## src/rtl/cfr_ram.sv

```systemverilog
`timescale 1ns / 1ps
// cfr_ram: generic simple dual port ram, one write and one registered read per cycle
// no package dependency

module cfr_ram #(
   parameter int WIDTH = 8,
   parameter int DEPTH = 512
) (
   input  logic                     clock,
   input  logic                     we,
   input  logic [$clog2(DEPTH)-1:0] waddr,
   input  logic [WIDTH-1:0]         wdata,
   input  logic                     re,
   input  logic [$clog2(DEPTH)-1:0] raddr,
   output logic [WIDTH-1:0]         rdata
);

   logic [WIDTH-1:0] store_ff [DEPTH];
   logic [WIDTH-1:0] rdata_ff;

   always_ff @(posedge clock) begin
      if (we) begin
         store_ff[waddr] <= wdata;
      end
      if (re) begin
         rdata_ff <= store_ff[raddr];
      end
   end

   assign rdata = rdata_ff;

endmodule

```

## config.mk

```make
export PLATFORM = sky130hd
export DESIGN_NAME = cfr_ram
export DESIGN_NICKNAME = d
export VERILOG_FILES = /design/src/rtl/cfr_ram.sv
export SDC_FILE = /design/constraint.sdc
export NUM_CORES = 2
export LEC_CHECK = 0
export BUFFER_PORTS_ARGS = -buffer_cell sky130_fd_sc_hd__buf_2
export CAP_MARGIN = 25
export CORE_UTILIZATION = 50
export DETAILED_ROUTE_END_ITERATION = 8
export PLACE_DENSITY_LB_ADDON = 0.2
export SYNTH_ARGS = -nofsm -noshare
export SYNTH_HDL_FRONTEND = slang
export SYNTH_SLANG_ARGS = --single-unit
```

## constraint.sdc

```tcl
create_clock -name clock -period 2.55 [get_ports clock]
set_input_delay 0.1275 -clock clock [delete_from_list [all_inputs] [get_ports clock]]
set_output_delay 0.1275 -clock clock [all_outputs]
set_load 0.05 [all_outputs]
```

Yosys cells after proc, flatten, opt, wreduce, memory -nomap -nowiden
Memories as Yosys holds them, arrays and structs flattened. A register that Yosys moved wholly into a read port is not among the register bits.
Cells that the tools add are included.

storage, ports and cells
  memory bits (writable) = 4096
  input bits = 29
  bits in registers = 0
  logic and storage cells = 3
  output and inout port bits = 8
  memories kept = 1

memories
  memory    depth  width  rd ports  clocked after Yosys merged registers in  write ports  line  source
  store_ff  512    8      1         1                                        1            18    logic [WIDTH-1:0] store_ff [DEPTH];

operators by class
  mux-type cells = 2

operators by type and width
  operator          count
  2-to-1 mux 1 bit  2

Logic depth before layout (Yosys ltp)
  depth in word-level cells = 2
  gate-level depth with buffers = 12
  mapped depth without buffers = 7

Least setup slack after synthesis
OpenSTA, ideal clock, no wires.

  kind = input -> register
  start = input raddr[0]
  end = register rdata_ff[0], in the netlist rdata[0] (read register of store_ff) (data pin)
  data required time = 2.293 ns
  slack = 0.311 ns
  data arrival time = 1.982 ns
  stages = 10
  cells stage by stage = buf_4 > buf_12 > buf_12 > buf_2 > mux4_2 > o21ai_0 > nand3_1 > nand4_1 > o21ai_0 > o2111a_1

RTL lines
  item         line  source
  from (decl)  14    input logic [$clog2(DEPTH)-1:0] raddr,
  to (decl)    19    logic [WIDTH-1:0] rdata_ff;

==> key figures <==
Run status
  • Result of the run: finished, violations left
  • Violated checks: negative setup slack

Pwr
  • Total power after layout: 144 mW
  • Max IR drop VDD: 0.666 mV
  • Leak Pwr: 63.4 nW
  • Power per cell area: approximately 750 nW/um^2

STA
  • Least setup slack across all paths after layout: -0.00396 ns
  • Final worst path period share: 1.00
  • Shortest clock period the worst path allows after layout: 2.55 ns
  • Smallest hold slack: ~0.13 ns
  • Max-slew headroom at the worst pin: 0.392
  • Final count of pins violating max slew: 0
  • Final setup vio count: 1
  • Max Fclk: around 390 MHz
  • Worst Max-Slew Pin Slew: 0.912 ns
  • Final number of hold-violating endpoints: 0
  • Setup repair after global routing missed its margin: true
  • Fin Clk Skew: 0.0850 ns

Routing
  • First drt pass iteration count: 6
  • Overall via count from detail_route: ~87000
  • Total Routed Length: ~430000 microns
  • Number of DRC markers after the initial detailed-route iteration: 10940
  • Final antenna-violating net count: 0
  • Post-DR vias/cell: roughly 6.2
  • Routed WL per cell: 30.9 microns
  • Number of DRC violations after detailed routing: 0

Worst setup path
  • Library cell contributing the largest single delay on the critical path: sky130_fd_sc_hd__edfxtp_1
  • Worst reg2reg endpoint: rdata[2]$_DFFE_PP_
  • WP data required: 3.29 ns
  • Type of element capturing the critical path: register
  • Top fanout value on the critical path: 2
  • Worst R2R Setup Slack: -0.004 ns
  • Worst-path cell chain: mux2i_1 -> o221ai_1 -> o22ai_1 -> buf_4 -> a22oi_1 -> nand4_1 -> buf_4 -> nand2_1 -> o2111a_1
  • Number of cells on the worst reg-to-reg path: 9
  • Reg-to-reg startpoint: store_ff[233][2]$_DFFE_PP_
  • Endpoint arrival time on the critical path: 3.29 ns
  • Launching instance or port of the critical path: store_ff[233][2]$_DFFE_PP_
  • Sort of element at the start of the critical path: register
  • Cell family with most CP delay: compound AO/OA/AOI/OAI gates
  • Worst setup path category: register to register
  • Top cell by count, worst path: sky130_fd_sc_hd__buf_4
  • CP Buf/Inv Count: 2
  • Critical path's largest stage delay: 0.36 ns

Yosys
  • Main area contributors after synthesis: sky130_fd_sc_hd__edfxtp_1 (77%), sky130_fd_sc_hd__mux4_2 (9.2%), sky130_fd_sc_hd__mux2i_1 (5.0%)
  • Proportion of register bits with asynchronous set or reset after synthesis: 0
  • Net count after synthesis: 8059
  • Syn Area/Cell: 19.9 sq um
  • Flop and latch count out of synthesis: 4104
  • Total standard cell area after synthesis: 160000 sq um
  • Cell count after synthesis: ~8000
  • Ys Warns: 0
  • Sequential cell area fraction in the yosys report: 0.770
  • Number of flops mapped to enable cells by yosys: 4104
  • Largest area contributor in the synthesized netlist: sky130_fd_sc_hd__edfxtp_1
  • Post-synth top area share: 0.770
  • Prevailing post-synth register cell: sky130_fd_sc_hd__edfxtp_1
  • Count leader, synth: sky130_fd_sc_hd__edfxtp_1
  • Most common library cells after synthesis: sky130_fd_sc_hd__edfxtp_1 (4104), sky130_fd_sc_hd__mux2i_1 (797), sky130_fd_sc_hd__mux4_2 (654)
  • Number of distinct library cells after synthesis: 50

Clock network
  • Clock-pin slew of the registers on the worst-case setup and hold paths: about 0.06 ns
  • Max H-tree Level: 5
  • CTS Buf Count: 414
  • Longest Clk Path Bufs: 4
  • TritonCTS clock tree: yes
  • Root Buffer Master: sky130_fd_sc_hd__clkbuf_16
  • Count of clock tree sinks: 4104
  • Worst-skew pair later-pin latency: between 0.9 and 1 ns

Place
  • Final weighted congestion in routability-driven placement: 0.925
  • PortBufs: 36
  • Post-placement cell area: 176000 sq um
  • DP Wirelength: 278000 microns

Flow run
  • # Max-Cap Violations: 0

Final layout
  • Synthesis-to-layout area growth: 18.9%
  • Cell area after layout: about 190000 sq um
  • Number of nets in the layout: 9433
  • Fraction of layout cells with a size suffix above 1: 0.289

Global routing
  • Remaining Overflow, GRT: 0
  • GRT met2 Usage: 0.415
  • Met1 routing resource usage after global routing: 0.382
  • Largest net degree at the start of global routing: 124
  • Via count of the first global-routing pass: 86181
  • First-pass GRT wire length: 616000 microns
  • Initial antenna violation count: 22
  • Global router's overall resource usage: 0.265
  • Global-route track usage on met3: 0.0492
  • Global routing's busiest layer: met2

Floorplan
  • Chip Width: 568 microns
  • Number of placed I/O pins: 37
  • Cell Rows: slightly above 200
  • Floorplan die height: around 570 microns
  • Effective utilization at floorplan: 0.503
  • Core box area: 318000 sq um
  • DIE AREA: around 320000 sq um

Worst hold path
  • Hold Path End: store_ff[401][5]$_DFFE_PP_
  • Worst hold path startpoint: wdata[5]
  • Class of the tightest hold or removal check: input pin to register
  • Depth of the worst hold-timing path: 2
==> placed cells by master, fill, tap and decap left out, types with 161 or more instances in the layout <==
cell	synthesis	layout
sky130_fd_sc_hd__buf_4	70	1221
sky130_fd_sc_hd__nor2_1	597	594
sky130_fd_sc_hd__edfxtp_1	4104	4104
sky130_fd_sc_hd__mux4_2	654	654
sky130_fd_sc_hd__mux2i_1	797	796
sky130_fd_sc_hd__a21oi_1	194	191
sky130_fd_sc_hd__buf_12	5	200
sky130_fd_sc_hd__clkbuf_16	0	416
sky130_fd_sc_hd__o22ai_1	163	161
sky130_fd_sc_hd__o221ai_1	371	350
==> power breakdown <==
group,switching [mW],internal [mW],total (mW)
Sequential,0.0567,74.3,74.4
Clock,25.8,35.3,61.2
Combinational,4.96,3.02,7.99
==> kinds of logic (layout without fill, tap and decap cells) <==
| logic type | Yosys count | count (layout) | share of synthesized area |
|---|---|---|---|
| AO/OA/AOI/OAI | 979 | 979 | 0.0431 |
| buffers and inverters | 516 | 2243 | 0.0185 |
| flip-flops | 4104 | 4104 | 0.770 |
| multiplexers | 1451 | 1451 | 0.142 |
| other | 0 | 5 | 0 |
| AND/OR/NAND/NOR | 980 | 980 | 0.0263 |
==> worst max path at each step <==
stage | to | slack, ns | cells past startpoint
after global placement | rdata[2]$_DFFE_PP_ | -1.37 | 9
after detailed placement | rdata[5]$_DFFE_PP_ | -1.14 | 9
after floorplan | rdata[0]$_DFFE_PP_ | 0.31 | 10
after CTS | rdata[5]$_DFFE_PP_ | -0.07 | 7
final | rdata[2]$_DFFE_PP_ | -0.004 | 9
after global routing | rdata[6]$_DFFE_PP_ | -0.05 | 7
==> through the flow <==
stage | TNS, ns | std cells | utilization | setup WS [ns]
floorplan | 0 | 8030 | - | 0.311
global placement | -8.29 | 13154 | 0.553 | -1.37
detailed placement | -7.47 | 13157 | 0.553 | -1.14
CTS | -0.0737 | 13938 | 0.597 | -0.0737
global route | -0.134 | 13940 | 0.598 | -0.0546
finish | -0.00396 | 13942 | 0.598 | -0.00396
==> sequential cells by signal, indices dropped and copies added (netlist names) <==
signal,count
rdata,8
store_ff,4096
==> final cells by class <==
| type | instances | area (sq um) |
|---|---|---|
| clock inverter | 287 | 3050 |
| timing repair buffer | 1471 | 13600 |
| clock buffer | 482 | 10700 |
| fill | 22540 | 128000 |
| inverter | 3 | 18.8 |
| sequential | 4104 | 123000 |
| tap | 4180 | 5230 |
| multi-input combinational | 3410 | 34400 |
| antenna | 5 | 12.5 |
==> repair_timing <==
action / in CTS / in global routing
hold buffers: 12 / 0
setup buffers: 0 / 0
hold endpoints to repair: 2907 / 0
endpoints found under the setup margin: 8 / 8
resized for setup: 36 / 42
pin swaps: 11 / 19
cloned: 0 / 0
==> metal layers <==
metal	vias up	wire length, microns
met5	-	7
met4	2	13600
met3	664	39200
met2	4197	202000
met1	45476	176000
li1	36248	-
No activity file was read; power rests on OpenSTA's default activity.
