===== config.mk =====
export PLATFORM = sky130hd
export DESIGN_NAME = cfr_parser
export DESIGN_NICKNAME = d
export VERILOG_FILES = /design/src/rtl/cfr_pkg.sv /design/src/rtl/cfr_parser.sv
export SDC_FILE = /design/constraint.sdc
export NUM_CORES = 1
export LEC_CHECK = 0
export ABC_AREA = 1
export BUFFER_PORTS_ARGS = -buffer_cell sky130_fd_sc_hd__buf_2
export CAP_MARGIN = 10
export CORE_MARGIN = 4
export CORE_UTILIZATION = 60
export CTS_BUF_LIST = sky130_fd_sc_hd__clkbuf_8
export CTS_CLUSTER_DIAMETER = 200
export DETAILED_ROUTE_END_ITERATION = 10
export GPL_TIMING_DRIVEN = 0
export PLACE_DENSITY = 0.81
export SLEW_MARGIN = 20
export SYNTH_ARGS = -nofsm -noshare
export SYNTH_HDL_FRONTEND = slang
export SYNTH_SLANG_ARGS = --single-unit

===== constraint.sdc =====
create_clock -name clock -period 16.7 [get_ports clock]
set_clock_uncertainty 0.15 [all_clocks]
set_input_delay 2.505 -clock clock [delete_from_list [all_inputs] [get_ports clock]]
set_output_delay 2.505 -clock clock [all_outputs]
set_load 0.02 [all_outputs]

===== src/rtl/cfr_pkg.sv =====
`timescale 1ns / 1ps
// cfr_pkg: shared constants, types and the fletcher fold for the frame receiver
// used by every module of the checked frame receiver but cfr_ram; depends on nothing

package cfr_pkg;

   localparam int BUFFER_BYTES = 2048;
   localparam int ADDR_W       = $clog2(BUFFER_BYTES);
   localparam int POS_W        = ADDR_W + 1;
   localparam int BANKS        = 4;
   localparam int BANK_W       = $clog2(BANKS);
   localparam int ROW_DEPTH    = BUFFER_BYTES / BANKS;
   localparam int ROW_W        = $clog2(ROW_DEPTH);
   localparam int HEADER_SIZE  = 10;
   localparam int CHECK_BYTES  = 2;
   localparam int MAX_LENGTH   = BUFFER_BYTES - HEADER_SIZE - CHECK_BYTES;

   localparam logic [15:0] TYPE_ALLOWED = 16'h83FF;
   localparam logic [7:0]  FLETCHER_MOD = 8'hFF;
   localparam logic [7:0]  SYNC_FIRST   = 8'h44;
   localparam logic [7:0]  SYNC_SECOND  = 8'h46;
   // fletcher sums right after folding the sync pair
   localparam logic [7:0]  SYNC_LOW     = 8'd138;
   localparam logic [7:0]  SYNC_HIGH    = 8'd206;

   typedef enum logic [1:0] {
      CMD_RECEIVE    = 2'd0,
      CMD_READ_BYTE  = 2'd1,
      CMD_READ_WORD  = 2'd2,
      CMD_READ_DWORD = 2'd3
   } cmd_type;

   typedef enum logic [2:0] {
      PHASE_HUNT   = 3'b001,
      PHASE_HEADER = 3'b010,
      PHASE_DATA   = 3'b100
   } phase_type;

   typedef struct packed {
      logic        frame_done;
      logic        checksum_ok;
      logic [15:0] frame_type;
      logic [31:0] frame_id;
      logic [10:0] frame_length;
      logic [11:0] bytes_left;
      logic        at_end;
   } rsp_fields_type;

   typedef struct packed {
      logic              rd_ok;
      logic [2:0]        count;
      logic [BANK_W-1:0] rp_lo;
      logic              rp_is0;
      logic              rp_is1;
   } read_tag_type;

   typedef struct packed {
      logic                         we;
      logic [BANK_W-1:0]            wbank;
      logic [ROW_W-1:0]             wrow;
      logic [7:0]                   wdata;
      logic                         re;
      logic [BANKS-1:0][ROW_W-1:0]  rrow;
   } mem_req_type;

   function automatic logic [7:0] fletcher_fold(input logic [7:0] sum, input logic [7:0] b);
      logic [8:0] s;
      s = {1'b0, sum} + {1'b0, b};
      if (s >= {1'b0, FLETCHER_MOD}) begin
         s = s - {1'b0, FLETCHER_MOD};
      end
      return s[7:0];
   endfunction

endpackage


===== src/rtl/cfr_parser.sv =====
`timescale 1ns / 1ps
// cfr_parser: sync hunt, header capture, fletcher sums and fill/read positions
// drives the byte-lane memory requests; depends on cfr_pkg

module cfr_parser (
   input  logic                   clock,
   input  logic                   reset,
   input  logic                   accept,
   input  cfr_pkg::cmd_type       command,
   input  logic [7:0]             rx_byte,
   output cfr_pkg::mem_req_type   mem_req,
   output cfr_pkg::rsp_fields_type fields,
   output cfr_pkg::read_tag_type  tag
);

   localparam int POS_W  = cfr_pkg::POS_W;
   localparam int BANK_W = cfr_pkg::BANK_W;
   localparam int ROW_W  = cfr_pkg::ROW_W;

   cfr_pkg::phase_type phase_ff, phase_in;
   logic [7:0]       prev_ff, prev_in;
   logic [POS_W-1:0] fill_ff, fill_in;
   logic [POS_W-1:0] read_ff, read_in;
   logic [7:0]       low_ff, low_in;
   logic [7:0]       high_ff, high_in;
   logic [31:0]      id_ff, id_in;
   logic [15:0]      type_ff, type_in;
   logic [15:0]      len_ff, len_in;

   logic [7:0]       low_fold, high_fold;
   logic [POS_W-1:0] fill_inc;
   logic [15:0]      len_chk;
   logic             frame_end;
   logic [2:0]       count;
   logic [POS_W:0]   end_pos;
   logic             rd_ok;
   logic [BANK_W-1:0] offset;
   logic [POS_W:0]   row_pos;

   assign low_fold  = cfr_pkg::fletcher_fold(low_ff, rx_byte);
   assign high_fold = cfr_pkg::fletcher_fold(high_ff, low_fold);
   assign fill_inc  = fill_ff + POS_W'(1);
   assign len_chk   = {rx_byte, len_ff[7:0]};
   assign frame_end = (17'(fill_inc) ==
                       17'(len_ff) + 17'(cfr_pkg::HEADER_SIZE + cfr_pkg::CHECK_BYTES));

   always_comb begin
      unique case (command)
         cfr_pkg::CMD_READ_BYTE: count = 3'd1;
         cfr_pkg::CMD_READ_WORD: count = 3'd2;
         default:                count = 3'd4;
      endcase
   end

   assign end_pos = {1'b0, read_ff} + (POS_W + 1)'(count);
   assign rd_ok   = (end_pos <= {1'b0, fill_ff});

   always_comb begin
      phase_in = phase_ff;
      prev_in  = prev_ff;
      fill_in  = fill_ff;
      read_in  = read_ff;
      low_in   = low_ff;
      high_in  = high_ff;
      id_in    = id_ff;
      type_in  = type_ff;
      len_in   = len_ff;
      fields   = '0;
      mem_req.we    = 1'b0;
      mem_req.re    = 1'b0;
      mem_req.wbank = fill_ff[BANK_W-1:0];
      mem_req.wrow  = fill_ff[BANK_W +: ROW_W];
      mem_req.wdata = rx_byte;
      tag.rd_ok  = 1'b0;
      tag.count  = count;
      tag.rp_lo  = read_ff[BANK_W-1:0];
      tag.rp_is0 = (read_ff == POS_W'(0));
      tag.rp_is1 = (read_ff == POS_W'(1));

      // each bank reads the row holding its byte of the window starting at read_ff
      for (int j = 0; j < cfr_pkg::BANKS; j++) begin
         offset  = BANK_W'(j) - read_ff[BANK_W-1:0];
         row_pos = {1'b0, read_ff} + (POS_W + 1)'(offset);
         mem_req.rrow[j] = row_pos[BANK_W +: ROW_W];
      end

      if (accept) begin
         if (command == cfr_pkg::CMD_RECEIVE) begin
            unique case (phase_ff)
               cfr_pkg::PHASE_HEADER: begin
                  mem_req.we = 1'b1;
                  fill_in    = fill_inc;
                  low_in     = low_fold;
                  high_in    = high_fold;
                  // shadow copy of header bytes 2..9
                  unique case (fill_ff[3:0])
                     4'd2:    id_in[7:0]    = rx_byte;
                     4'd3:    id_in[15:8]   = rx_byte;
                     4'd4:    id_in[23:16]  = rx_byte;
                     4'd5:    id_in[31:24]  = rx_byte;
                     4'd6:    type_in[7:0]  = rx_byte;
                     4'd7:    type_in[15:8] = rx_byte;
                     4'd8:    len_in[7:0]   = rx_byte;
                     4'd9:    len_in[15:8]  = rx_byte;
                     default: len_in        = len_ff;
                  endcase
                  if (fill_inc == POS_W'(cfr_pkg::HEADER_SIZE)) begin
                     if (len_chk > 16'(cfr_pkg::MAX_LENGTH) ||
                         (type_ff & ~cfr_pkg::TYPE_ALLOWED) != 16'd0) begin
                        phase_in = cfr_pkg::PHASE_HUNT;
                     end else begin
                        phase_in = cfr_pkg::PHASE_DATA;
                     end
                  end
               end
               cfr_pkg::PHASE_DATA: begin
                  mem_req.we = 1'b1;
                  fill_in    = fill_inc;
                  low_in     = low_fold;
                  high_in    = high_fold;
                  if (frame_end) begin
                     phase_in            = cfr_pkg::PHASE_HUNT;
                     fields.frame_done   = 1'b1;
                     fields.frame_type   = type_ff;
                     fields.frame_id     = id_ff;
                     fields.frame_length = len_ff[10:0];
                     if (low_fold == 8'd0 && high_fold == 8'd0) begin
                        fields.checksum_ok = 1'b1;
                        fill_in = fill_inc - POS_W'(cfr_pkg::CHECK_BYTES);
                        read_in = POS_W'(cfr_pkg::HEADER_SIZE);
                     end else begin
                        // bad frame: nothing left to read
                        read_in = fill_inc;
                     end
                  end
               end
               default: begin
                  if (rx_byte == cfr_pkg::SYNC_SECOND && prev_ff == cfr_pkg::SYNC_FIRST) begin
                     fill_in  = POS_W'(2);
                     prev_in  = 8'd0;
                     phase_in = cfr_pkg::PHASE_HEADER;
                     low_in   = cfr_pkg::SYNC_LOW;
                     high_in  = cfr_pkg::SYNC_HIGH;
                  end else begin
                     prev_in = rx_byte;
                  end
               end
            endcase
         end else begin
            if (rd_ok) begin
               mem_req.re = 1'b1;
               tag.rd_ok  = 1'b1;
               read_in    = end_pos[POS_W-1:0];
            end else if (count != 3'd1) begin
               read_in = fill_ff;
            end
         end
      end

      fields.bytes_left = (fill_in > read_in) ? 12'(fill_in - read_in) : 12'd0;
      fields.at_end     = (read_in >= fill_in);
   end

   always_ff @(posedge clock) begin
      if (reset) begin
         phase_ff <= cfr_pkg::PHASE_HUNT;
         prev_ff  <= 8'd0;
         fill_ff  <= '0;
         read_ff  <= '0;
         low_ff   <= 8'd0;
         high_ff  <= 8'd0;
      end else begin
         phase_ff <= phase_in;
         prev_ff  <= prev_in;
         fill_ff  <= fill_in;
         read_ff  <= read_in;
         low_ff   <= low_in;
         high_ff  <= high_in;
      end
   end

   always_ff @(posedge clock) begin
      id_ff   <= id_in;
      type_ff <= type_in;
      len_ff  <= len_in;
   end

endmodule


== After elaboration in Yosys (flattened, before gate mapping) ==
Cells that the tools add are included.

* Register bits: 115
* Input bits: 13
* Output and inout bits: 139
* Word-level logic and storage cells: 118

* Add/subtract/negate cells: 17
* Order comparisons: 6
* Equality and inequality tests: 20
* Multiplexer cells: 38
* Bitwise operators: 1
* Reductions and logical operators: 22

{| class="wikitable"
|+ Operators with widths
! kind !! number
|-
| 61-bit 2-to-1 mux || 4
|-
| 12-bit 2-to-1 mux || 13
|-
| 8-bit 2-to-1 mux || 7
|-
| 11-bit by 2-bit adder with 11-bit output || 4
|-
| 4-bit AND reduction || 8
|-
| 12-bit case mux with 2 select lines || 1
|-
| 8-bit by 8-bit adder with 9-bit output || 2
|-
| 9-bit by 8-bit greater-or-equal comparator with 1-bit output, second input constant || 2
|-
| 16-bit by 4-bit adder with 17-bit output, second input constant || 1
|-
| 12-bit by 17-bit equality test with 1-bit output || 1
|-
| 4-bit by 3-bit equality test with 1-bit output, second input constant || 4
|-
| 8-bit by 7-bit equality test with 1-bit output, second input constant || 2
|-
| 16-bit by 11-bit greater-than comparator with 1-bit output, second input constant || 1
|-
| 8-bit logical NOT || 2
|-
| 16-bit nonzero test || 1
|-
| 8-bit subtractor, second input constant || 2
|-
| 12-bit by 3-bit adder with 13-bit output || 1
|-
| 13-bit by 12-bit less-or-equal comparator with 1-bit output || 1
|-
| 12-bit by 1-bit adder with 12-bit output, second input constant || 1
|-
| 12-bit by 1-bit equality test with 1-bit output, second input constant || 1
|-
| 12-bit by 4-bit equality test with 1-bit output, second input constant || 1
|-
| 12-bit greater-or-equal comparator || 1
|-
| 12-bit greater-than comparator || 1
|-
| 12-bit logical NOT || 1
|-
| 24 further kinds || 41
|}

== Logic depth before layout (Yosys ltp) ==
* Depth after elaboration: 15
* Depth in mapped cells: 52
* Mapped depth without buffers: 52

== Worst setup path before layout ==
Ideal clock, no wire load.

* Kind: input to output
* From: input rx_byte[0]
* To: output fields[5] (netlist name)
* Data arrival time: 9.298 ns
* Data required time: 14.045 ns
* Slack: 4.747 ns
* Cell stages on the path: 43
* Buffers on the path: 1
* Path through: ha_1 > fa_1 > ha_1 > inv_1 > nor2_2 > nand3_2 > nor2_2 > nand3_4 > nand3_4 > nand2_1 > nand2_2 > ha_1 > inv_1 > fa_1 > inv_1 > ha_1 > inv_1 > nor2_1 > [... 7 more ...] > nor2_1 > nand4_1 > ha_1 > nand2_1 > nand2_1 > o21ai_0 > fa_1 > o31ai_1 > inv_1 > nor2_1 > nor2_1 > o21bai_1 > a21o_1 > a21oi_1 > o21ai_0 > o31ai_1 > clkbuf_1 > nor3_1

{| class="wikitable"
|+ RTL lines
! element !! line !! source
|-
| from (decl) || cfr_parser.sv:10 || <nowiki>input logic [7:0] rx_byte,</nowiki>
|-
| to (decl) || cfr_parser.sv:12 || <nowiki>output cfr_pkg::rsp_fields_type fields,</nowiki>
|}

==> out/qor.yml <==
grt:
  grt_pass1_wl_mm: 46.0
  grt_antenna_before_repair: 0
  overflow: 0
  grt_max_degree: 17
  track_usage: 0.311
  grt_pass1_vias: 9301
critical_path:
  worstSetupStartpointType: "input pin"
  cp_max_fo: 13
  critPathSlowestCell: "fa_1"
  critPathMostFrequentCell: "nor2_1"
  crit_type: "input pin to output port"
  max_stage_delay_ps: 580
  worstSetupEndpointType: "output port"
  critPathRequiredTime_ps: 14050
  arrival_ps: 10500
  crit_family: "adder cells"
  path_buf_inv: 8
yosys:
  yosys-top-cells-count: "nand2_1, inv_1, nor2_1, nand3_1, a21oi_1"
  synth_ff_type: "edfxtp_1"
  async_flop_share: 0
  yosys_warnings: 0
  synth_top_area_frac: 0.192
  yosysUniqueCellTypes: 57
  ys_seq_area_frac: 0.294
  yosys-top-cells-area: "edfxtp_1, nand2_1, dfxtp_1"
  synth_area_per_cell_sq_um: 7.06
  syn_inst: 1415
  syn_nets: 1496
  synth_area_leader_cell: "edfxtp_1"
  synth-edff-count: 64
  syn_area_sq_um: 9990
  yosys_register_bits: 115
  synth.most_common_cell: "nand2_1"
placed_design:
  dp_hpwl_mm: 22.8
  dp_slack_ps: 3620
  gp_congestion: 0.983
  port_buffers: 149
power:
  switching_share: 0.426
  leakagePower_nw: 5.90
  seqPwrFrac: 0.330
  ir_drop_mv: 0.0482
  switching_power_w: 0.000409
  p_comb_frac: 0.426
  power_density_nw_per_um2: 83.8
  clockPowerShare: 0.243
  p_int_w: 0.000550
clocking:
  clk_path_buf_depth: 2
  cts.sinks: 115
  postCtsResizedCells: 0
  cts-root-buf: "clkbuf_8"
  clk_transition_reported_paths_ps: 70
  clk_latency_ps: 440
  postCtsSetupBuffers: 0
  cts.htree.levels: 4
  hold_buffers: 0
  cts_buffers: 17
  cts_tree: "yes"
routing:
  first_pass_iters: 6
  drt_iter0_drc: 981
  num_vias: 9960
  via_per_inst: 5.48
  drtAntennaViolNets: 0
  routed_wl_mm: 28.9
  drc_errors: 0
  wl_per_cell_um: 15.9
min_path:
  worstHoldPathType: "flip-flop to flip-flop"
cells_and_area:
  antenna_cells: 0
  drive_above_1_share: 0.207
  fill_cells: 1411
  fin_nets: 1669
  syn_to_final_growth_pct: 14.5
  post-route-util: 0.710
floorplanning:
  floorplan.initialDensity: 0.620
  dieWidth_um: 137
  rows: 46
  die_h_um: 137
  core-area_sq_um: 16100
  dieArea_sq_um: 18800
  ios: 152
sta:
  rsz0062_at_grt: "no"
  finalSetupViolCount: 0
  fmax_mhz: 76.0
  worst_pin_slew_ps: 964
  hold_violations: 0
  finalMaxSlewViolations: 0
  finalSetupTns_ps: 0
  layout_min_cycle_time_ps: 13160
  relSlewSlack: 0.352
  finalCritPeriodShare: 0.788
  worst_slack_ps: 3540
outcome:
  status: "complete, no violations"
job:
  drv_cap: 0
[layer usage]
layer	global-route usage	wire [um]	vias up
li1	-	-	4927
met1	0.416	12200	4579
met2	0.523	13900	407
met3	0.0559	2390	47
met4	0.0743	490	0
met5	0	0	-
[state kept, by name, summed over array words and instances, names as in the netlist, 8 cells and up]
register	flops
id_ff	32
len_ff	16
type_ff	16
fill_ff	12
read_ff	12
high_ff	8
low_ff	8
prev_ff	8
[layout by cell type, fill, tap and decap left out, types with 4 or more instances in the layout]
cell / instances
inv_1: 212
buf_2: 154
a21oi_2: 8
o21ai_0: 39
edfxtp_1: 64
o21bai_1: 4
xnor2_1: 11
inv_2: 11
o22ai_1: 4
clkbuf_8: 17
o211ai_1: 7
nand2_2: 18
a21boi_0: 5
o221ai_1: 5
nor3_1: 28
nand3b_1: 7
nor4_2: 8
a21oi_1: 71
clkbuf_1: 23
o31ai_1: 4
nand2_1: 320
nand3_2: 6
nand3_1: 75
xor2_1: 58
dfxtp_1: 51
nor2_4: 5
nor2_1: 136
inv_6: 7
ha_1: 64
clkinv_1: 5
buf_4: 33
nor4_1: 6
buf_6: 8
nand4_1: 38
o21ai_1: 7
fa_1: 4
o211ai_2: 5
nor2_2: 32
[per-stage QoR]
step | hold WS, ps | cell area (sq um) | power [W] | cells
floorplan | 286 | 9990 | 0.000609 | 1415
global placement | 296 | 11000 | 0.000716 | 1780
detailed placement | 307 | 11100 | 0.000722 | 1785
CTS | 317 | 11400 | 0.000953 | 1817
global route | 340 | 11400 | 0.00102 | 1817
finish | 315 | 11400 | 0.000959 | 1817
[logic make-up after synthesis]
logic type | Yosys count | share of synthesized area
AOI/OAI and AO/OA | 177 | 0.109
xor gates and xnor gates | 70 | 0.0621
adders and majority gates | 68 | 0.0881
buffers and inverters | 293 | 0.128
DFF | 115 | 0.294
and+or+nand+nor | 692 | 0.319
[tightest hold or removal path: cells and delay by family (launching register included)]
| family | cells | cell delay (ps) |
|---|---|---|
| flip-flops | 1 | 310 |
| AND/OR/NAND/NOR | 1 | 60 |
| AO/OA/AOI/OAI | 1 | 50 |
[cell type report]
class	count	area [sq um]	area share
clock inverter	15	120	0.0105
sequential	115	2940	0.257
clock buffer	17	234	0.0204
timing repair buffer	154	773	0.0676
buffer	66	429	0.0375
multi-input combinational	1007	5820	0.509
tap	216	270	0.0236
inverter	227	852	0.0745
[path summary, 6_finish.rpt]
path | start | end | slack (ps) | depth (start not counted)
max | rx_byte[0] | fields[6] | 3540 | 45
min | prev_ff[7] | prev_ff[7] | 310 | 2
max reg2reg | low_ff[0] | fill_ff[1] | 10500 | 32
min reg2reg | prev_ff[7] | prev_ff[7] | 310 | 2
[power by group through the flow]
stage / combinational [W] / sequential, W / clock [W]
6_report: 0.000409 / 0.000317 / 0.000234
4_1_cts: 0.000401 / 0.000316 / 0.000236
3_3_place_gp: 0.000393 / 0.000323 / 0
2_1_floorplan: 0.000290 / 0.000319 / 0
5_1_grt: 0.000449 / 0.000318 / 0.000251
3_5_place_dp: 0.000399 / 0.000323 / 0
(Power assumes the default switching activity.)
