[src/rtl/cfr_pkg.sv]
`timescale 1ns / 1ps
// cfr_pkg: shared constants, types and the fletcher fold for the frame receiver
// used by every module of the checked frame receiver but cfr_ram; depends on nothing

package cfr_pkg;

   localparam int BUFFER_BYTES = 2048;
   localparam int ADDR_W       = $clog2(BUFFER_BYTES);
   localparam int POS_W        = ADDR_W + 1;
   localparam int BANKS        = 4;
   localparam int BANK_W       = $clog2(BANKS);
   localparam int ROW_DEPTH    = BUFFER_BYTES / BANKS;
   localparam int ROW_W        = $clog2(ROW_DEPTH);
   localparam int HEADER_SIZE  = 10;
   localparam int CHECK_BYTES  = 2;
   localparam int MAX_LENGTH   = BUFFER_BYTES - HEADER_SIZE - CHECK_BYTES;

   localparam logic [15:0] TYPE_ALLOWED = 16'h83FF;
   localparam logic [7:0]  FLETCHER_MOD = 8'hFF;
   localparam logic [7:0]  SYNC_FIRST   = 8'h44;
   localparam logic [7:0]  SYNC_SECOND  = 8'h46;
   // fletcher sums right after folding the sync pair
   localparam logic [7:0]  SYNC_LOW     = 8'd138;
   localparam logic [7:0]  SYNC_HIGH    = 8'd206;

   typedef enum logic [1:0] {
      CMD_RECEIVE    = 2'd0,
      CMD_READ_BYTE  = 2'd1,
      CMD_READ_WORD  = 2'd2,
      CMD_READ_DWORD = 2'd3
   } cmd_type;

   typedef enum logic [2:0] {
      PHASE_HUNT   = 3'b001,
      PHASE_HEADER = 3'b010,
      PHASE_DATA   = 3'b100
   } phase_type;

   typedef struct packed {
      logic        frame_done;
      logic        checksum_ok;
      logic [15:0] frame_type;
      logic [31:0] frame_id;
      logic [10:0] frame_length;
      logic [11:0] bytes_left;
      logic        at_end;
   } rsp_fields_type;

   typedef struct packed {
      logic              rd_ok;
      logic [2:0]        count;
      logic [BANK_W-1:0] rp_lo;
      logic              rp_is0;
      logic              rp_is1;
   } read_tag_type;

   typedef struct packed {
      logic                         we;
      logic [BANK_W-1:0]            wbank;
      logic [ROW_W-1:0]             wrow;
      logic [7:0]                   wdata;
      logic                         re;
      logic [BANKS-1:0][ROW_W-1:0]  rrow;
   } mem_req_type;

   function automatic logic [7:0] fletcher_fold(input logic [7:0] sum, input logic [7:0] b);
      logic [8:0] s;
      s = {1'b0, sum} + {1'b0, b};
      if (s >= {1'b0, FLETCHER_MOD}) begin
         s = s - {1'b0, FLETCHER_MOD};
      end
      return s[7:0];
   endfunction

endpackage

[src/rtl/cfr_read_align.sv]
`timescale 1ns / 1ps
// cfr_read_align: rotates the four byte-lane outputs into a little-endian read value
// depends on cfr_pkg

module cfr_read_align (
   input  cfr_pkg::read_tag_type              tag,
   input  logic [cfr_pkg::BANKS-1:0][7:0]     bank_data,
   output logic [31:0]                        read_value
);

   localparam int BANK_W = cfr_pkg::BANK_W;

   logic [BANK_W-1:0] lane;
   logic [7:0]        byte_val;

   always_comb begin
      read_value = 32'd0;
      for (int k = 0; k < cfr_pkg::BANKS; k++) begin
         lane     = tag.rp_lo + BANK_W'(k);
         byte_val = bank_data[lane];
         // the two sync bytes at the start of the buffer are never written
         if (k == 0 && tag.rp_is0) begin
            byte_val = cfr_pkg::SYNC_FIRST;
         end
         if ((k == 1 && tag.rp_is0) || (k == 0 && tag.rp_is1)) begin
            byte_val = cfr_pkg::SYNC_SECOND;
         end
         if (tag.rd_ok && 3'(k) < tag.count) begin
            read_value[8*k +: 8] = byte_val;
         end
      end
   end

endmodule

[config.mk]
export PLATFORM = sky130hd
export DESIGN_NAME = cfr_read_align
export DESIGN_NICKNAME = d
export VERILOG_FILES = /design/src/rtl/cfr_pkg.sv /design/src/rtl/cfr_read_align.sv
export SDC_FILE = /design/constraint.sdc
export NUM_CORES = 1
export LEC_CHECK = 0
export BUFFER_PORTS_ARGS = -buffer_cell sky130_fd_sc_hd__buf_4
export CAP_MARGIN = 10
export CORE_ASPECT_RATIO = 0.6
export CORE_MARGIN = 3
export CORE_UTILIZATION = 45
export DETAILED_ROUTE_END_ITERATION = 10
export PLACE_DENSITY = 0.84
export RECOVER_POWER = 50
export REMOVE_ABC_BUFFERS = 1
export SLEW_MARGIN = 40
export SYNTH_ARGS = -nofsm -noshare
export SYNTH_HDL_FRONTEND = slang
export SYNTH_SLANG_ARGS = --single-unit
[constraint.sdc]
create_clock -name vclk -period 1.54
set_clock_uncertainty 0.1 [all_clocks]
set_input_delay 0.231 -clock vclk [all_inputs]
set_output_delay 0.231 -clock vclk [all_outputs]
set_load 0.02 [all_outputs]
=== Word-level counts from Yosys, hierarchy flattened ===
Cells that the tools add are included.

* Add/sub/neg operators: 3
* Multipliers: 0
* Div/mod/pow operators: 0
* Order comparisons: 8
* Equality and inequality tests: 0
* Shifts and indexed selects: 0
* Muxes and demuxes: 15
* Bitwise operators: 0
* Reductions and logical operators: 4

{| class="wikitable"
|+ Operator list
! operator !! number
|-
| $mux W8 || 11
|-
| $bmux W8 S2 || 4
|-
| $lt A2 B3 Y1 const B || 4
|-
| $lt A1 B3 Y1 const A || 2
|-
| $lt A2 B3 Y1 const A || 2
|-
| $add A2 B2 Y2 const B || 2
|-
| $logic_and A1 B1 Y1 || 4
|-
| $add A2 B1 Y2 const B || 1
|}

* Register bits after elaboration: 0
* Bits in latches: 0
* RAM bits: 0
* Bits in read-only memories: 0
* Word-level logic and storage cells: 30
* Memories: 0

=== Longest topological paths before layout ===
Gate-level depths: netlist (run 1).

* Depth in word-level cells: 5
* Mapped depth: 6
* Depth with buffers taken out: 3

=== Worst setup path before layout (run 1) ===
No wires, ideal clock.

* Kind: input-to-output
* From: in tag[2] (netlist bit)
* To: out read_value[1]
* Data arrival time: 1.332 ns
* Required time: 1.209 ns
* Path slack: -0.123 ns
* Stages: 5
* Path through: buf_6 > buf_6 > mux2i_1 > or3_1 > a31oi_1

* Word-level cells in the longest chain between the ends: 5

{| class="wikitable"
|+ Ends and longest elaborated chain
! element !! line !! source
|-
| from (decl) || cfr_read_align.sv:6 || <nowiki>input cfr_pkg::read_tag_type tag,</nowiki>
|-
| $bmux W8 S2 || cfr_read_align.sv:20 || <nowiki>byte_val = bank_data[lane];</nowiki>
|-
| $mux W8 (not written as such) || cfr_read_align.sv:20 ||
|-
| $mux W8 || cfr_read_align.sv:22 || <nowiki>if (k == 0 && tag.rp_is0) begin</nowiki>
|-
| $mux W8 || cfr_read_align.sv:25 || <nowiki>if ((k == 1 && tag.rp_is0) || (k == 0 && tag.rp_is1)) begin</nowiki>
|-
| $mux W8 || cfr_read_align.sv:28 || <nowiki>if (tag.rd_ok && 3'(k) < tag.count) begin</nowiki>
|-
| to (decl) || cfr_read_align.sv:8 || <nowiki>output logic [31:0] read_value</nowiki>
|}

No other way between the ends. The select of a mux whose other input is x is not followed.

=== Final worst setup path (run 1) ===
* From: in tag[2] (netlist bit)
* To: out read_value[6]

The elaborated chain is that of the path after synthesis.

==> impl_metrics.ini, run 1 <==
[run_status]
status = finished with violations
violations = negative setup slack

[final_layout]
seq_cell_count = 0
num-clock-buffers = 0
num_antenna_cells = 0
mostFrequentLayoutCells = buf_4, mux4_2, buf_6, and3_4, nor2_1
syn2layout_area_growth_pct = 80.1
drive_gt1_share_pct = 82.5
layout_commonest_cell = buf_4
final_util_pct = 87.9
fin_area_um2 = 1960
nets = 213
stdcell_count = 201
regArea_um2 = 0

[floorplanning]
coreArea_um2 = 2230
die_x_um = 69.5
placementRows = 13
pin_count = 72
die-area_um2 = 3060
start_util_pct = 48.8
die_h_um = 44.1

[worst_setup_path]
path_delay_family = multiplexers
endpoint_kind = output port
arrival_ns = 1.33
slowest_delay_ns = 0.53
critPathBufInv = 3
slowest_stage = mux4_2
cp_max_fo = 7
crit_chain = buf_12 > buf_8 > mux4_2 > nor3_2 > nor2_1 > buf_4
cp-start-kind = primary input
crit_required_ns = 1.21
critical_path_class = in2out

[power_and_ir_drop]
p_leak_nw = 0.859
pwr_density_cell_nw_per_um2 = 331
power_uw = 648
vdd_drop_max_mv = 0.182

[yosys]
synth_area_leaders = mux4_2, mux4_1, and3_1, nor2b_1, nor2_1
synth_top_area_share_pct = 47.6
ys_seq_area_share_pct = 0
syn_area_um2 = 1090
syn_inst = 90
yosysTopAreaCell = mux4_2
ys_warn_count = 0
ys_types = 23
syn_area_per_cell_um2 = 12.1

[timing]
max_slew.worst_pin.slew_ns = 0.316
setup_viol = 23
hold_viol_final = 0
period_share_pct = 108
slew_headroom_pct = 79.0
rsz0062_at_grt = true
fin_hold_ws_ns = 0.732
drv_slew = 0
finalCriticalPeriod_ns = 1.66
setup_tns_ns = -1.45
max_freq_ghz = 0.603
setup_ws_ns = -0.120

[placement]
post-dp-hpwl_um = 3040
placement.io_buffers = 72
gp_congestion = 0.797
dp_slack_ns = -0.199
place_inst = 196
postPlaceCellArea_um2 = 1690

[global_route]
grt_pass1_wl_um = 6490
overflow = 0
grt_usage_pct = 26.7
grt_max_degree = 21
antenna_found_initial = 0
grt_pass1_vias = 1292

[drt]
drc = 0
drt_iter0_drc = 113
drtAntennaViolNets = 0
routed_wirelength_um = 4570
wire_per_inst_um = 22.7
dr.pass1.iters = 4
viasPerCell = 6.42
num_vias = 1291

[worst_hold_path]
hold_class = in2out

[flow_run]
drv_cap = 0
[logic make-up after synthesis]
| group | after synthesis | synth area share (%) |
|---|---|---|
| muxes | 32 | 66.5 |
| and+or+nand+nor | 41 | 21.2 |
| AOI/OAI and AO/OA | 5 | 3.11 |
| buffers and inverters | 12 | 9.21 |
[power breakdown]
part / total, mW / internal (mW) / switching (mW)
combinational: 0.648 / 0.377 / 0.271
clock: 0 / 0 / 0
sequential: 0 / 0 / 0
total: 0.648 / 0.377 / 0.271
[layer usage]
metal | global-route usage [%] | share of wire, %
met5 | 0 | 0
met4 | 4.67 | 1.7
met3 | 5.22 | 10
met2 | 51.9 | 53
met1 | 32.0 | 35
[what timing repair did]
item,4_1_cts,5_1_grt
cloned,1,1
hold buffers,0,0
pin swaps,14,2
setup endpoints to repair,31,31
gates resized for setup,48,10
hold endpoints to repair,0,0
setup buffers,3,0
[path summary, 6_finish.rpt]
kind	startpoint	depth (start not counted)	slack (ns)	endpoint
worst max-delay path	tag[2]	6	-0.12	read_value[6]
worst min-delay path	tag[0]	4	0.73	read_value[2]
[Yosys cell counts, types with 2 or more instances]
cell,count
mux4_2,23
and3_1,15
nor2b_1,10
nor2_1,9
mux4_1,7
buf_4,4
buf_6,3
clkbuf_1,2
nor3_1,2
or3_1,2
[layout make-up]
| cell class | instances | area, um2 |
|---|---|---|
| Tap cell | 30 | 37.5 |
| Fill cell | 105 | 270 |
| Inverter | 1 | 3.75 |
| Multi-Input combinational cell | 78 | 1060 |
| Timing Repair Buffer | 92 | 857 |
Power figures use the tool's default switching activity.
==> inputs of run 2 (changes only) <==
- CELL_PAD_IN_SITES_DETAIL_PLACEMENT: unset -> 2
- CELL_PAD_IN_SITES_GLOBAL_PLACEMENT: unset -> 2
- CORE_UTILIZATION: 45 -> 26
- PLACE_DENSITY: 0.84 -> 0.85
==> run 2 against run 1 <==
  * The run still ends with negative setup slack left
  * Hold slack gained 0.030 ns
  * Final area grew 14%
  * Core utilization shrank 30 points
  * Die area grew 64%
  * Critical path depth is the same
  * First-iteration DRC count shrank 79%
  * Routed wire length grew 51%
  * Fmax shrank 5.0%
  * Power grew 20%
  * Setup slack lost 0.088 ns
  * Critical path type unchanged
  * Highest routed layer unchanged
==> impl_metrics.ini, run 2 (synthesized netlist as in run 1, its figures left out) <==
[run_status]
status = finished with violations
violations = negative setup slack

[drt]
wire_per_inst_um = 29.4
drc = 0
viasPerCell = 5.72
dr.pass1.iters = 4
drt_iter0_drc = 24
drtAntennaViolNets = 0
routed_wirelength_um = 6900
num_vias = 1345

[timing]
setup_viol = 27
fin_hold_ws_ns = 0.762
hold_viol_final = 0
setup_ws_ns = -0.207
max_slew.worst_pin.slew_ns = 0.277
max_freq_ghz = 0.572
rsz0062_at_grt = true
period_share_pct = 113
drv_slew = 0
finalCriticalPeriod_ns = 1.75
slew_headroom_pct = 81.4
setup_tns_ns = -3.03

[final_layout]
regArea_um2 = 0
nets = 220
stdcell_count = 235
fillers = 342
num-clock-buffers = 0
num_antenna_cells = 0
layout_commonest_cell = buf_4
seq_cell_count = 0
mostFrequentLayoutCells = buf_4, mux4_2, buf_6, and3_4, nor2b_4
syn2layout_area_growth_pct = 106
multi_input_area_um2 = 1180
drive_gt1_share_pct = 94.9

[power_and_ir_drop]
pwr_density_cell_nw_per_um2 = 347
p_leak_nw = 0.943
clockPowerShare_pct = 0
p_seq_share_pct = 0
power_frac_comb_pct = 100.0
switchingPower_uw = 342
swShare_pct = 44.0
power_uw = 776
intPower_uw = 435
vdd_drop_max_mv = 0.173

[global_route]
use_met2_pct = 40.5
met3_usage_pct = 2.96
grt_max_degree = 12
overflow = 0
grt_pass1_wl_um = 8950
met1_usage_pct = 31.8
top_usage_layer = met2
grt_pass1_vias = 1471
antenna_found_initial = 0
grt_usage_pct = 23.5

[placement]
dp_slack_ns = -0.263
placement.io_buffers = 72
gp_congestion = 0.742
post-dp-hpwl_um = 3940
place_inst = 224

[worst_setup_path]
crit_required_ns = 1.21
slowest_stage = mux4_2
worstSetupPathDepth = 6
cp-start-kind = primary input
cp_max_fo = 5
endpoint_kind = output port
arrival_ns = 1.42
critical_path_class = in2out
crit_chain = buf_12 > buf_8 > mux4_2 > nor3_4 > nor2_2 > buf_6
critPathBufInv = 3
slowest_delay_ns = 0.54
path_delay_family = multiplexers

[flow_run]
drv_cap = 0

[floorplanning]
placementRows = 17
die-area_um2 = 5020
die_x_um = 89.5
die_h_um = 56.1
start_util_pct = 28.2
pin_count = 72
coreArea_um2 = 3850

[worst_hold_path]
hold_class = in2out
min_delay_path_depth = 4

[clock_tree]
cts_hold_buf = 0
-- run 2: cell types whose count changed in the layout (fill, tap and decap cells not counted), moves of 2 or more --
cell / previous run / this run
nor2_1: 9 / 4
nor2b_4: 2 / 9
nor2_4: 0 / 2
and3_1: 3 / 0
nor2b_1: 8 / 1
buf_12: 2 / 5
buf_6: 19 / 29
and3_4: 12 / 15
buf_4: 64 / 60
nor2_2: 0 / 3
-- run 2: repair_timing --
item / 4_1_cts / 5_1_grt
pin swaps: 14 / 8
resized for setup: 55 / 41
gates cloned: 3 / 0
setup buffers: 3 / 7
endpoints found under the setup margin: 31 / 31
-- run 2: power groups by stage --
stage          Combinational, mW  Sequential [mW]  Clock [mW]
2_1_floorplan              0.253                0           0
3_3_place_gp               0.538                0           0
3_5_place_dp               0.565                0           0
4_1_cts                    0.675                0           0
5_1_grt                    0.808                0           0
6_report                   0.776                0           0
-- run 2: path summary, 6_finish.rpt --
kind	endpoint	slack, ns	startpoint
setup / recovery	read_value[6]	-0.21	tag[2]
hold / removal	read_value[9]	0.76	tag[1]
-- run 2: layout make-up --
cell class	count	share of cell area, %
tap	57	3.18
multi-input combinational	78	52.9
inverter	1	0.168
timing repair buffer	99	43.7
-- run 2: per-layer routing --
metal / up-vias / part of all wire (%)
li1: 558 / -
met1: 712 / 41
met2: 69 / 52
met3: 6 / 6.3
met4: 0 / 1.0
met5: - / 0
-- run 2: stage by stage --
stage	instance area [um2]	util, %
detailed placement	1760	45.7
global placement	1760	45.7
finish	2240	58.2
CTS	2070	53.7
global route	2240	58.2
floorplan	991	-
==> inputs of run 3 (changes only) <==
- PLACE_DENSITY: 0.85 -> unset
- PLACE_DENSITY_LB_ADDON: unset -> 0.1
==> run 3 against run 2 <==
  * The flow still finishes with violations (negative setup slack)
  * Setup slack improved by 0.0041 ns
  * Combinational power decreased by 11%
  * Final area decreased by 6.2%
  * Critical path type unchanged
  * Critical endpoint is now read_value[2]
  * Highest routed layer unchanged
==> impl_metrics.ini, run 3 (synthesized netlist as in run 1, its figures left out) <==
[final_layout]
syn2layout_area_growth_pct = 93.2
final_util_pct = 54.6
num_antenna_cells = 0
stdcell_count = 232
layout_commonest_cell = buf_4
mostFrequentLayoutCells = buf_4, mux4_2, buf_6, and3_4, nor2_1
drive_gt1_share_pct = 86.3
fillers = 378
seq_cell_count = 0
regArea_um2 = 0
num-clock-buffers = 0
multi_input_area_um2 = 1120
nets = 217
fin_area_um2 = 2100

[drt]
num_vias = 1285
dr.pass1.iters = 4
wire_per_inst_um = 24.0
drt_iter0_drc = 37
viasPerCell = 5.54
routed_wirelength_um = 5560
drc = 0
drtAntennaViolNets = 0

[floorplanning]
die-area_um2 = 5020
pin_count = 72
die_x_um = 89.5
placementRows = 17
coreArea_um2 = 3850
die_h_um = 56.1
start_util_pct = 28.2

[worst_setup_path]
crit_chain = buf_12 > buf_12 > mux4_2 > nor3_2 > nor2_1 > buf_4
crit_start = tag[2]
cpMostUsedCell = buf_12
endpoint_kind = output port
critical_path_class = in2out
slowest_stage = mux4_2
slowest_delay_ns = 0.53
crit_required_ns = 1.21
arrival_ns = 1.41
cp-start-kind = primary input
cp_max_fo = 8

[worst_hold_path]
min_delay_path_depth = 4
hold_path.startpoint = tag[1]
hold_class = in2out
min_to = read_value[9]

[placement]
post-dp-hpwl_um = 3810
postPlaceCellArea_um2 = 1770
place_inst = 228
gp_congestion = 0.724
placement.io_buffers = 72

[global_route]
grt_usage_pct = 21.6
grt_pass1_vias = 1394
overflow = 0
grt_pass1_wl_um = 8290
grt_max_degree = 17
antenna_found_initial = 0

[flow_run]
drv_cap = 0

[timing]
max_freq_ghz = 0.574
slew_headroom_pct = 74.7
fin_hold_ws_ns = 0.756
max_slew.worst_pin.slew_ns = 0.375
period_share_pct = 113
setup_tns_ns = -1.97
rsz0062_at_grt = true
hold_viol_final = 0
setup_ws_ns = -0.203
finalCriticalPeriod_ns = 1.74
drv_slew = 0
setup_viol = 24

[run_status]
status = finished with violations
violations = negative setup slack

[power_and_ir_drop]
p_leak_nw = 0.921
vdd_drop_max_mv = 0.118
pwr_density_cell_nw_per_um2 = 330
run 3: cell type report:
cell class	count	share of cell area [%]
inverters	1	0.179
repair buffers	96	43.1
well taps	57	3.39
multi-input cells	78	53.3
run 3: routing by layer:
layer / track usage (%) / wire length [um] / vias up / part of all wire (%)
met5: 0 / 0 / - / 0
met4: 0.637 / 24 / 0 / 0.43
met3: 1.63 / 359 / 2 / 6.5
met2: 39.1 / 2910 / 59 / 52
met1: 29.5 / 2260 / 669 / 41
li1: - / - / 555 / -
run 3: timing repair:
| action | CTS | global route |
|---|---|---|
| setup buffers | 0 | 3 |
| hold buffers | 0 | 0 |
| gates cloned | 2 | 0 |
| resized for setup | 55 | 21 |
| hold endpoints to repair | 0 | 0 |
| endpoints found under the setup margin | 32 | 28 |
| pin swaps | 11 | 3 |
run 3: through the flow:
step | setup WS (ns) | power (mW)
after floorplan | 0.148 | 0.253
after detailed placement | -0.249 | 0.561
after CTS | -0.112 | 0.651
after global routing | -0.251 | 0.733
after global placement | -0.221 | 0.539
final | -0.203 | 0.694
run 3: worst max path at each step:
stage,slack (ns),endpoint,cells past startpoint
after floorplan,0.15,read_value[1],3
after global placement,-0.22,read_value[29],4
after detailed placement,-0.25,read_value[2],6
after CTS,-0.11,read_value[2],6
after global routing,-0.25,read_value[2],6
final,-0.20,read_value[2],6
run 3: where the power goes:
group / internal [mW] / switching, mW / total (mW) / leakage [nW]
clock network: 0 / 0 / 0 / 0
logic: 0.404 / 0.290 / 0.694 / 0.921
registers: 0 / 0 / 0 / 0
total: 0.404 / 0.290 / 0.694 / 0.921
run 3: worst max-delay path: cells and delay by family:
family	cells	cell delay, ns
buf+inv	3	0.41
mux	1	0.53
simple gates	2	0.24
